$ cat src/rtl/core/imf_pkg.sv
package imf_pkg;

  localparam int unsigned MAX_VERTICES_DEF = 64;
  localparam int unsigned CAP_WIDTH_DEF    = 16;

  localparam int unsigned OP_W       = 2;
  localparam int unsigned VTX_W      = 6;
  localparam int unsigned CAP_IN_W   = 16;
  localparam int unsigned TOTAL_W    = 24;
  localparam int unsigned VCNT_W     = 7;
  localparam int unsigned CFG_IDX_W  = 2;
  localparam int unsigned CFG_DATA_W = 7;

  localparam logic [VCNT_W-1:0] VCNT_RESET = 7'd64;
  localparam logic [VTX_W-1:0]  SRC_RESET  = 6'd0;
  localparam logic [VTX_W-1:0]  SNK_RESET  = 6'd63;

  typedef enum logic [OP_W-1:0] {
    OP_SET_CAP  = 2'd0,
    OP_SOLVE    = 2'd1,
    OP_INCREASE = 2'd2,
    OP_DECREASE = 2'd3
  } op_e;

  typedef enum logic [CFG_IDX_W-1:0] {
    CFG_VERTEX_COUNT = 2'd0,
    CFG_SOURCE       = 2'd1,
    CFG_SINK         = 2'd2
  } cfg_idx_e;

  typedef enum logic [5:0] {
    CMD_NONE,
    CMD_CLEAR,
    CMD_ACCEPT,
    CMD_SET_WR,
    CMD_EDGE_RD,
    CMD_EDGE_LAT,
    CMD_INC_WR,
    CMD_DEC_WR,
    CMD_TOTAL_ADD,
    CMD_TOTAL_DEC,
    CMD_ARGS_MAIN,
    CMD_ARGS_EDGE,
    CMD_ARGS_SNK,
    CMD_ARGS_SRC,
    CMD_AUG_CLR,
    CMD_AUG_INIT,
    CMD_POP_RD,
    CMD_POP_LVL,
    CMD_POP_LAT,
    CMD_SCAN_RD,
    CMD_SCAN_EV,
    CMD_PATH_INIT,
    CMD_PAR_RD,
    CMD_PATH_RD,
    CMD_PATH_EV,
    CMD_PUSH_INIT,
    CMD_PUSH_RD,
    CMD_MV_SETUP,
    CMD_MV_RD,
    CMD_MV_WR1,
    CMD_MV_WR2,
    CMD_GOT_ZERO,
    CMD_RESULT
  } cmd_e;

  typedef struct packed {
    op_e  op;
    logic set_ok;
    logic edge_ok;
    logic cap_zero;
    logic cap_at_max;
    logic saturated;
    logic aug_ok;
    logic idx_last;
    logic q_nonempty;
    logic scan_hit;
    logic scan_is_t;
    logic p_is_s;
    logic got_nz;
    logic clr_last;
  } status_t;

endpackage

$ cat src/rtl/core/imf_ctrl.sv
module imf_ctrl import imf_pkg::*; (
  input  logic    clk_i,
  input  logic    rst_ni,
  input  logic    in_valid_i,
  output logic    in_ready_o,
  output logic    out_valid_o,
  input  logic    out_ready_i,
  input  status_t st_i,
  output cmd_e    cmd_o
);

  typedef enum logic [5:0] {
    S_CLEAR,
    S_IDLE,
    S_DISPATCH,
    S_EDGE_RD,
    S_EDGE_LAT,
    S_EDGE_EV,
    S_ARGS,
    S_AUG_CHK,
    S_AUG_CLR,
    S_AUG_INIT,
    S_POP,
    S_POP_LVL,
    S_POP_LAT,
    S_SCAN_RD,
    S_SCAN_EV,
    S_PATH_INIT,
    S_PATH_PAR,
    S_PATH_RD,
    S_PATH_EV,
    S_PUSH_INIT,
    S_PUSH_PAR,
    S_PUSH_RD,
    S_PUSH_WR1,
    S_PUSH_WR2,
    S_AUG_FAIL,
    S_AUG_RET,
    S_TOTAL_DEC,
    S_DMV_SETUP,
    S_DMV_RD,
    S_DMV_WR1,
    S_DMV_WR2,
    S_DEC_WR,
    S_RESP
  } state_e;

  typedef enum logic [2:0] {
    CTX_SOLVE,
    CTX_INC,
    CTX_DEC_EDGE,
    CTX_DEC_SNK,
    CTX_DEC_SRC
  } ctx_e;

  state_e state_q;
  ctx_e   ctx_q;
  logic   out_valid_q;

  assign in_ready_o  = (state_q == S_IDLE);
  assign out_valid_o = out_valid_q;

  always_comb begin
    cmd_o = CMD_NONE;
    case (state_q)
      S_CLEAR:    cmd_o = CMD_CLEAR;
      S_IDLE:     cmd_o = in_valid_i ? CMD_ACCEPT : CMD_NONE;
      S_DISPATCH: begin
        if (st_i.op == OP_SET_CAP && st_i.set_ok) begin
          cmd_o = CMD_SET_WR;
        end
      end
      S_EDGE_RD:  cmd_o = CMD_EDGE_RD;
      S_EDGE_LAT: cmd_o = CMD_EDGE_LAT;
      S_EDGE_EV: begin
        if (st_i.op == OP_INCREASE && !st_i.cap_at_max) begin
          cmd_o = CMD_INC_WR;
        end
      end
      S_ARGS: begin
        case (ctx_q)
          CTX_DEC_EDGE: cmd_o = CMD_ARGS_EDGE;
          CTX_DEC_SNK:  cmd_o = CMD_ARGS_SNK;
          CTX_DEC_SRC:  cmd_o = CMD_ARGS_SRC;
          default:      cmd_o = CMD_ARGS_MAIN;
        endcase
      end
      S_AUG_CLR:   cmd_o = CMD_AUG_CLR;
      S_AUG_INIT:  cmd_o = CMD_AUG_INIT;
      S_POP:       cmd_o = st_i.q_nonempty ? CMD_POP_RD : CMD_NONE;
      S_POP_LVL:   cmd_o = CMD_POP_LVL;
      S_POP_LAT:   cmd_o = CMD_POP_LAT;
      S_SCAN_RD:   cmd_o = CMD_SCAN_RD;
      S_SCAN_EV:   cmd_o = CMD_SCAN_EV;
      S_PATH_INIT: cmd_o = CMD_PATH_INIT;
      S_PATH_PAR:  cmd_o = CMD_PAR_RD;
      S_PATH_RD:   cmd_o = CMD_PATH_RD;
      S_PATH_EV:   cmd_o = CMD_PATH_EV;
      S_PUSH_INIT: cmd_o = CMD_PUSH_INIT;
      S_PUSH_PAR:  cmd_o = CMD_PAR_RD;
      S_PUSH_RD:   cmd_o = CMD_PUSH_RD;
      S_PUSH_WR1:  cmd_o = CMD_MV_WR1;
      S_PUSH_WR2:  cmd_o = CMD_MV_WR2;
      S_AUG_FAIL:  cmd_o = CMD_GOT_ZERO;
      S_AUG_RET: begin
        if (ctx_q == CTX_INC || (ctx_q == CTX_SOLVE && st_i.got_nz)) begin
          cmd_o = CMD_TOTAL_ADD;
        end
      end
      S_TOTAL_DEC: cmd_o = CMD_TOTAL_DEC;
      S_DMV_SETUP: cmd_o = CMD_MV_SETUP;
      S_DMV_RD:    cmd_o = CMD_MV_RD;
      S_DMV_WR1:   cmd_o = CMD_MV_WR1;
      S_DMV_WR2:   cmd_o = CMD_MV_WR2;
      S_DEC_WR:    cmd_o = CMD_DEC_WR;
      S_RESP:      cmd_o = (!out_valid_q || out_ready_i) ? CMD_RESULT : CMD_NONE;
      default:     cmd_o = CMD_NONE;
    endcase
  end

  always_ff @(posedge clk_i or negedge rst_ni) begin
    if (!rst_ni) begin
      state_q     <= S_CLEAR;
      ctx_q       <= CTX_SOLVE;
      out_valid_q <= 1'b0;
    end else begin
      if (out_valid_q && out_ready_i) begin
        out_valid_q <= 1'b0;
      end
      case (state_q)
        S_CLEAR: begin
          if (st_i.clr_last) begin
            state_q <= S_IDLE;
          end
        end
        S_IDLE: begin
          if (in_valid_i) begin
            state_q <= S_DISPATCH;
          end
        end
        S_DISPATCH: begin
          case (st_i.op)
            OP_SET_CAP: state_q <= S_RESP;
            OP_SOLVE: begin
              ctx_q   <= CTX_SOLVE;
              state_q <= S_ARGS;
            end
            default: state_q <= st_i.edge_ok ? S_EDGE_RD : S_RESP;
          endcase
        end
        S_EDGE_RD:  state_q <= S_EDGE_LAT;
        S_EDGE_LAT: state_q <= S_EDGE_EV;
        S_EDGE_EV: begin
          if (st_i.op == OP_INCREASE) begin
            ctx_q   <= CTX_INC;
            state_q <= S_ARGS;
          end else if (st_i.cap_zero) begin
            state_q <= S_RESP;
          end else if (st_i.saturated) begin
            ctx_q   <= CTX_DEC_EDGE;
            state_q <= S_ARGS;
          end else begin
            state_q <= S_DEC_WR;
          end
        end
        S_ARGS:     state_q <= S_AUG_CHK;
        S_AUG_CHK:  state_q <= st_i.aug_ok ? S_AUG_CLR : S_AUG_FAIL;
        S_AUG_CLR: begin
          if (st_i.idx_last) begin
            state_q <= S_AUG_INIT;
          end
        end
        S_AUG_INIT: state_q <= S_POP;
        S_POP:      state_q <= st_i.q_nonempty ? S_POP_LVL : S_AUG_FAIL;
        S_POP_LVL:  state_q <= S_POP_LAT;
        S_POP_LAT:  state_q <= S_SCAN_RD;
        S_SCAN_RD:  state_q <= S_SCAN_EV;
        S_SCAN_EV: begin
          if (st_i.scan_hit && st_i.scan_is_t) begin
            state_q <= S_PATH_INIT;
          end else if (st_i.idx_last) begin
            state_q <= S_POP;
          end else begin
            state_q <= S_SCAN_RD;
          end
        end
        S_PATH_INIT: state_q <= S_PATH_PAR;
        S_PATH_PAR:  state_q <= S_PATH_RD;
        S_PATH_RD:   state_q <= S_PATH_EV;
        S_PATH_EV:   state_q <= st_i.p_is_s ? S_PUSH_INIT : S_PATH_PAR;
        S_PUSH_INIT: state_q <= S_PUSH_PAR;
        S_PUSH_PAR:  state_q <= S_PUSH_RD;
        S_PUSH_RD:   state_q <= S_PUSH_WR1;
        S_PUSH_WR1:  state_q <= S_PUSH_WR2;
        S_PUSH_WR2:  state_q <= st_i.p_is_s ? S_AUG_RET : S_PUSH_PAR;
        S_AUG_FAIL:  state_q <= S_AUG_RET;
        S_AUG_RET: begin
          case (ctx_q)
            CTX_SOLVE:    state_q <= st_i.got_nz ? S_ARGS : S_RESP;
            CTX_INC:      state_q <= S_RESP;
            CTX_DEC_EDGE: state_q <= st_i.got_nz ? S_DMV_SETUP : S_TOTAL_DEC;
            CTX_DEC_SNK: begin
              ctx_q   <= CTX_DEC_SRC;
              state_q <= S_ARGS;
            end
            default: state_q <= S_DMV_SETUP;
          endcase
        end
        S_TOTAL_DEC: begin
          ctx_q   <= CTX_DEC_SNK;
          state_q <= S_ARGS;
        end
        S_DMV_SETUP: state_q <= S_DMV_RD;
        S_DMV_RD:    state_q <= S_DMV_WR1;
        S_DMV_WR1:   state_q <= S_DMV_WR2;
        S_DMV_WR2:   state_q <= S_DEC_WR;
        S_DEC_WR:    state_q <= S_RESP;
        S_RESP: begin
          // result register loads from the total on the way back to idle
          if (!out_valid_q || out_ready_i) begin
            out_valid_q <= 1'b1;
            state_q     <= S_IDLE;
          end
        end
        default: state_q <= S_IDLE;
      endcase
    end
  end

endmodule

$ cat config.mk
export PLATFORM = sky130hd
export DESIGN_NAME = imf_ctrl
export DESIGN_NICKNAME = d
export VERILOG_FILES = /design/src/rtl/core/imf_pkg.sv /design/src/rtl/core/imf_ctrl.sv
export SDC_FILE = /design/constraint.sdc
export NUM_CORES = 1
export LEC_CHECK = 0
export ABC_AREA = 0
export BUFFER_PORTS_ARGS = -buffer_cell sky130_fd_sc_hd__buf_2
export CAP_MARGIN = 20
export CORE_MARGIN = 2
export CORE_UTILIZATION = 33
export DETAILED_ROUTE_END_ITERATION = 6
export GPL_TIMING_DRIVEN = 1
export PLACE_DENSITY = 0.53
export SETUP_SLACK_MARGIN = 0.3
export SYNTH_ARGS = -nofsm -noshare
export SYNTH_HDL_FRONTEND = slang
export SYNTH_SLANG_ARGS = --single-unit
$ cat constraint.sdc
create_clock -name clk_i -period 3.15 [get_ports clk_i]
set_input_delay 0.1575 -clock clk_i [delete_from_list [all_inputs] [get_ports clk_i]]
set_output_delay 0.1575 -clock clk_i [all_outputs]
set_load 0.02 [all_outputs]
# [Word-level counts from Yosys, hierarchy flattened]
# Cells that the tools add are included.
[classes] eq_ne=46 n_reduce_logical=18 mux=36
[op_table] cell="case mux 6 bit (33 select lines)" count=1
[op_table] cell="case mux 6 bit (29 select lines)" count=1
[op_table] cell="equality test 6 x 5 -> 1 bit, second input constant" count=16
[op_table] cell="2-to-1 mux 6 bit" count=9
[op_table] cell="equality test 6 x 4 -> 1 bit, second input constant" count=8
[op_table] cell="equality test 6 x 3 -> 1 bit, second input constant" count=4
[op_table] cell="2-to-1 mux 3 bit" count=8
[op_table] cell="case mux 6 bit (4 select lines)" count=1
[op_table] cell="2-to-1 mux 5 bit" count=4
[op_table] cell="equality test 6 x 2 -> 1 bit, second input constant" count=2
[op_table] cell="!= test 2 bit, second input constant" count=6
[op_table] cell="case mux 3 bit (4 select lines)" count=1
[op_table] cell="case mux 6 bit (2 select lines)" count=1
[op_table] cell="case mux 3 bit (3 select lines)" count=1
[op_table] cell="2-to-1 mux 4 bit" count=2
[op_table] cell="equality test 3 x 2 -> 1 bit, second input constant" count=2
[op_table] cell="equality test 6 x 1 -> 1 bit, second input constant" count=1
[op_table] cell="equality test 6 bit, second input constant" count=1
[op_table] cell="zero test 6 bit" count=1
[op_table] cell="2-to-1 mux 2 bit" count=3
[op_table] cell="!= test 3 bit, second input constant" count=2
[op_table] cell="OR reduction 2 bit" count=3
[op_table] cell="logical AND 1 bit" count=5
[op_table] cell="AND reduction 5 bit" count=1
[op_table] cell="other kinds (11)" count=16
[word_totals] output_inout_bits=8 inputBits=19 regBits=10 word_cells=103

# [Depth between registers and ports, before layout]
[depth] ltp_word=5 mapped_depth=7 depth_no_buf=5

# [Worst setup path before layout]
# No wires, ideal clock.
[synth_timing] path_type="flip-flop to flip-flop" start="reg state_q[0]" end="reg ctx_q[1]" t_required_ps=3025 t_arrival_ps=1638 slack_ps=1387 period_less_slack_ps=1763 path_stages_with_launch=6 path_cell_list="dfrtp_1 > nor4b_4 > a22oi_2 > a32oi_2 > and2_4 > mux2_4"
[synth_between] elab_chain_cells=3 elab_cells_between_ends=11
[synth_lines] item="start: declaration" line="imf_ctrl.sv:56" text="state_e state_q;"
[synth_lines] item="start signal: assignment" line="imf_ctrl.sv:148" text="default: state_q <= st_i.edge_ok ? S_EDGE_RD : S_RESP;"
[synth_lines] item="start signal: assignment" line="imf_ctrl.sv:167" text="S_AUG_CHK: state_q <= st_i.aug_ok ? S_AUG_CLR : S_AUG_FAIL;"
[synth_lines] item="start signal: assignment" line="imf_ctrl.sv:174" text="S_POP: state_q <= st_i.q_nonempty ? S_POP_LVL : S_AUG_FAIL;"
[synth_lines] item="equality test 6 x 3 -> 1 bit, or another cell as far along" line="imf_ctrl.sv:130" text="case (state_q)"
[synth_lines] item="!= test 3 bit (no source line), or another cell as far along"
[synth_lines] item="AND reduction 5 bit (no source line)"
[synth_lines] item="end signal: assignment" line="imf_ctrl.sv:124" text="ctx_q <= CTX_SOLVE;"
[synth_lines] item="end signal: assignment" line="imf_ctrl.sv:145" text="ctx_q <= CTX_SOLVE;"
[synth_lines] item="end signal: assignment" line="imf_ctrl.sv:155" text="ctx_q <= CTX_INC;"
[synth_lines] item="end: declaration" line="imf_ctrl.sv:57" text="ctx_e ctx_q;"
# Several ways; a longest one is shown, not always the timed one.
# A chain may end at the register's enable or synchronous reset.

# [Worst setup path in the final report]
[layout_timing] start="reg state_q[0]" end="out cmd_o[3]"
[layout_between] elab_chain_cells=3 elab_cells_between_ends=36
[layout_lines] item="equality test 6 x 5 -> 1 bit" line="imf_ctrl.sv:65" text="case (state_q)"
[layout_lines] item="OR reduction 2 bit (no source line)"
[layout_lines] item="case mux 6 bit (29 select lines) *" line="imf_ctrl.sv:65"
[layout_lines] item="end: declaration" line="imf_ctrl.sv:9" text="output cmd_e cmd_o"
# Mark *: on every way between the ends. The rest lies on a longest branch, timed or not.

==> qor.csv <==
stage;metric;value;unit
status;status;complete, no violations;
die;Die ar.;0.00494;sq mm
worst_setup_path;Critical Path RT;2.99;ns
detailed_routing;wire length per cell;17.4;microns
clock_tree;clock slew seen by the registers of the worst setup and hold paths;0.05;ns
placement;dpl cell area;0.00159;sq mm
worst_setup_path;worst-path maximum fanout;23;
cells_and_area;Layout Utilization;38.5;%
die;Die W;70.3;microns
yosys;sequential area share after synthesis;17.3;%
cells_and_area;n_diodes;0;
clock_tree;Clock Latency Late Sink;0.25;ns
detailed_routing;remaining antenna violation count;0;
sta;PnR worst setup slack;0.619;ns
worst_setup_path;crit start category;flop;
yosys;Top FF cell, synth;dfrtp_1;
detailed_routing;WL final;4.82;mm
clock_tree;CTS H-tree lvls;1;
sta;Fmax;395;MHz
power;worst-case vdd ir drop;0.000391;V
placement;DPL Wire Length;3.60;mm
yosys;EDFF count, synth;0;
clock_tree;clock sink total;10;
global_route;met3 Usage GRT;4.33;%
global_route;grt total ovfl;0;
global_route;vias in the first global route;1510;
die;Placement Rows;24;
cells_and_area;fill count;472;
clock_tree;CTS root buf;clkbuf_8;
cells_and_area;Post-Layout Cell Count;277;
worst_setup_path;worst path bufs/invs;1;
yosys;largest area contributor in the netlist;dfrtp_1;
detailed_routing;via count;1728;
yosys;syn_nets;226;
placement;I/O Buffers;26;
global_route;routing usage on met1;28.2;%
global_route;total track usage;19.7;%
global_route;Top Usage Layer GRT;met1;
yosys;Synth warnings;0;
worst_setup_path;Crit Path Category;flop to primary output;
yosys;async set or reset register ratio after synthesis;100;%
clock_tree;hold_buf cts;1;
global_route;antenna violations before repair;0;
sta;Worst Skew;0.00418;ns
die;core footprint;0.00429;sq mm
sta;Sum Neg Setup Slack;0;ns
clock_tree;cts repair resizes;0;
yosys;syn_area_per_cell;7.00;sq um
cells_and_area;Syn-to-layout area delta;14.0;%
yosys;Synth Instances;207;
placement;dpl ws;0.893;ns
detailed_routing;DRT Pass-1 Iters;7;
die;Die Y-Extent;70.3;microns
sta;# setup viols final;0;
clock_tree;CTS tree;done;
worst_setup_path;cell-by-cell trace of the critical path;and2b_1 -> nand2_1 -> or3_1 -> o22ai_1 -> buf_2;
sta;Final Critical Period;2.53;ns
die;# IOs;27;
power;P per Cell Area;893;mW/mm^2
yosys;Synth Cell Area;0.00145;sq mm
yosys;#FFs+latches synth;10;
placement;RePlAce Congestion;0.919;
detailed_routing;initial drt markers;282;
hold_path;HP Start;st_i[10];
worst_setup_path;CP top delay family;simple AND/OR/NAND/NOR gates;
worst_setup_path;r2r startpoint;state_q[0];
power;leakage;0.669;nW
hold_path;worst hold path type;primary input to flop;
clock_tree;CTS Buffer Depth;2;
sta;Tcrit/Tclk final;80.3;%
worst_setup_path;FF-to-FF End;ctx_q[1];
hold_path;hold depth;3;
sta;WHS;0.217;ns
placement;DP Cell Count;272;
run;Max Cap Viol;0;
sta;Hold Vio Cnt, Final;0;
worst_setup_path;Worst R2R Path Depth;5;
sta;relative slew slack;44.3;%
yosys;Synth area leaders;dfrtp_1, nand2_1, a21oi_1;
global_route;largest net degree at the start of global routing;24;
sta;Slew Viols, Final;0;
global_route;global routing usage on met2;27.6;%
global_route;first-pass GRT wire length;7.69;mm
cells_and_area;Nets;245;
clock_tree;Setup Fix Bufs, Post-CTS;0;
cells_and_area;final instance area;0.00165;sq mm
worst_setup_path;Data arrival, critical path;2.37;ns
detailed_routing;DRC;0;
detailed_routing;vias per cell;6.24;
worst_setup_path;Critical Path End Type;primary output;
sta;worst slew pin tran;0.835;ns
worst_setup_path;Worst path slowest cell;dfrtp_1;
hold_path;Hold EP;state_q[5];
worst_setup_path;R2R Setup Slk;0.83;ns
yosys;Synth cell types;59;
power;total chip power;1.48;mW
sta;RSZ-0062 raised after global routing;no;
clock_tree;TritonCTS Buffers;3;
worst_setup_path;max incr delay on CP;0.88;ns
die;Initial Util;33.7;%
cells_and_area;fraction of layout cells with a size suffix above 1;20.0;%
yosys;share of the synthesized area in the top cell type;17.3;%
tightest hold or removal path, stage by stage:
cell     delay (ns)
buf_2          0.12
a21oi_1        0.08
o21ai_1        0.07
placed cells by master (no fill, tap or decap), drive strengths merged, types with 2 or more instances in the layout:
master and n:
and2b 2, nor4 2, o31a 3, clkbuf 4, nand2 28, a22oi 3, or3 6, o211ai 2
and2 2, nand2b 8, nor2 14, o31ai 2, mux2 2, o2111ai 3, dfrtp 10, nand3 11
o22ai 3, o21ai 10, a21oi 15, xor2 2, a32oi 2, and3 3, mux2i 2, nand4 3
buf 29, a221oi 2, nor2b 10, a31oi 5, nand3b 4, nor3 7, nor4b 2, inv 6
report_power, final:
group / leakage [nW] / total [mW] / internal, mW / switching (mW)
logic: 0.511 / 0.939 / 0.391 / 0.548
clock network: 0.0288 / 0.167 / 0.110 / 0.0568
registers: 0.130 / 0.369 / 0.175 / 0.194
cells by family (layout without fill, tap and decap cells):
group	count (synthesis)	count (layout)	synth area share [%]
buffers and inverters	22	40	7.08
AND/OR/NAND/NOR	107	107	41.4
flip-flops	10	10	17.3
XOR/XNOR	3	3	1.81
multiplexers	4	4	3.19
AO/OA/AOI/OAI	61	61	29.3
routing by layer:
metal	vias to the layer above	part of all wire [%]
met5	-	0
met4	0	3.9
met3	25	8.8
met2	116	40
met1	772	47
li1	815	-
cell usage after synthesis, types with 3 or more instances:
library cell  number
dfrtp_1           10
a21oi_1           15
nand3b_1           4
nor2b_1           10
o21ai_1            5
or3_1              6
inv_2              3
nand4_1            3
nand2_1           28
inv_1              3
nor3_1             6
o22ai_1            3
buf_2             10
a31oi_1            5
nand3_1           11
o31a_1             3
o2111ai_1          3
o21ai_0            5
nand2b_1           8
nor2_1            14
and3_1             3
worst max path at each step:
stage,start,slack [ns],cells after the start,endpoint
2_1_floorplan,state_q[0],1.39,5,ctx_q[1]
3_3_place_gp,state_q[5],0.92,5,ctx_q[1]
3_5_place_dp,state_q[0],0.89,5,ctx_q[1]
4_1_cts,state_q[0],0.67,5,cmd_o[3]
5_1_grt,state_q[0],0.49,5,cmd_o[3]
6_report,state_q[0],0.62,5,cmd_o[3]
registers in the layout, summed over array words and instances, names as in the netlist:
signal / flops
out_valid_o: 1
state_q: 6
ctx_q: 3
area by class of cell:
type,count,area [sq um],share of cell area (%)
clock buffer,4,55.1,3.33
tap,52,65.1,3.94
multi-input combinational,175,1100,66.4
sequential,10,250,15.2
inverter,6,22.5,1.36
timing repair buffer,30,163,9.85
Power figures use the tool's default switching activity.
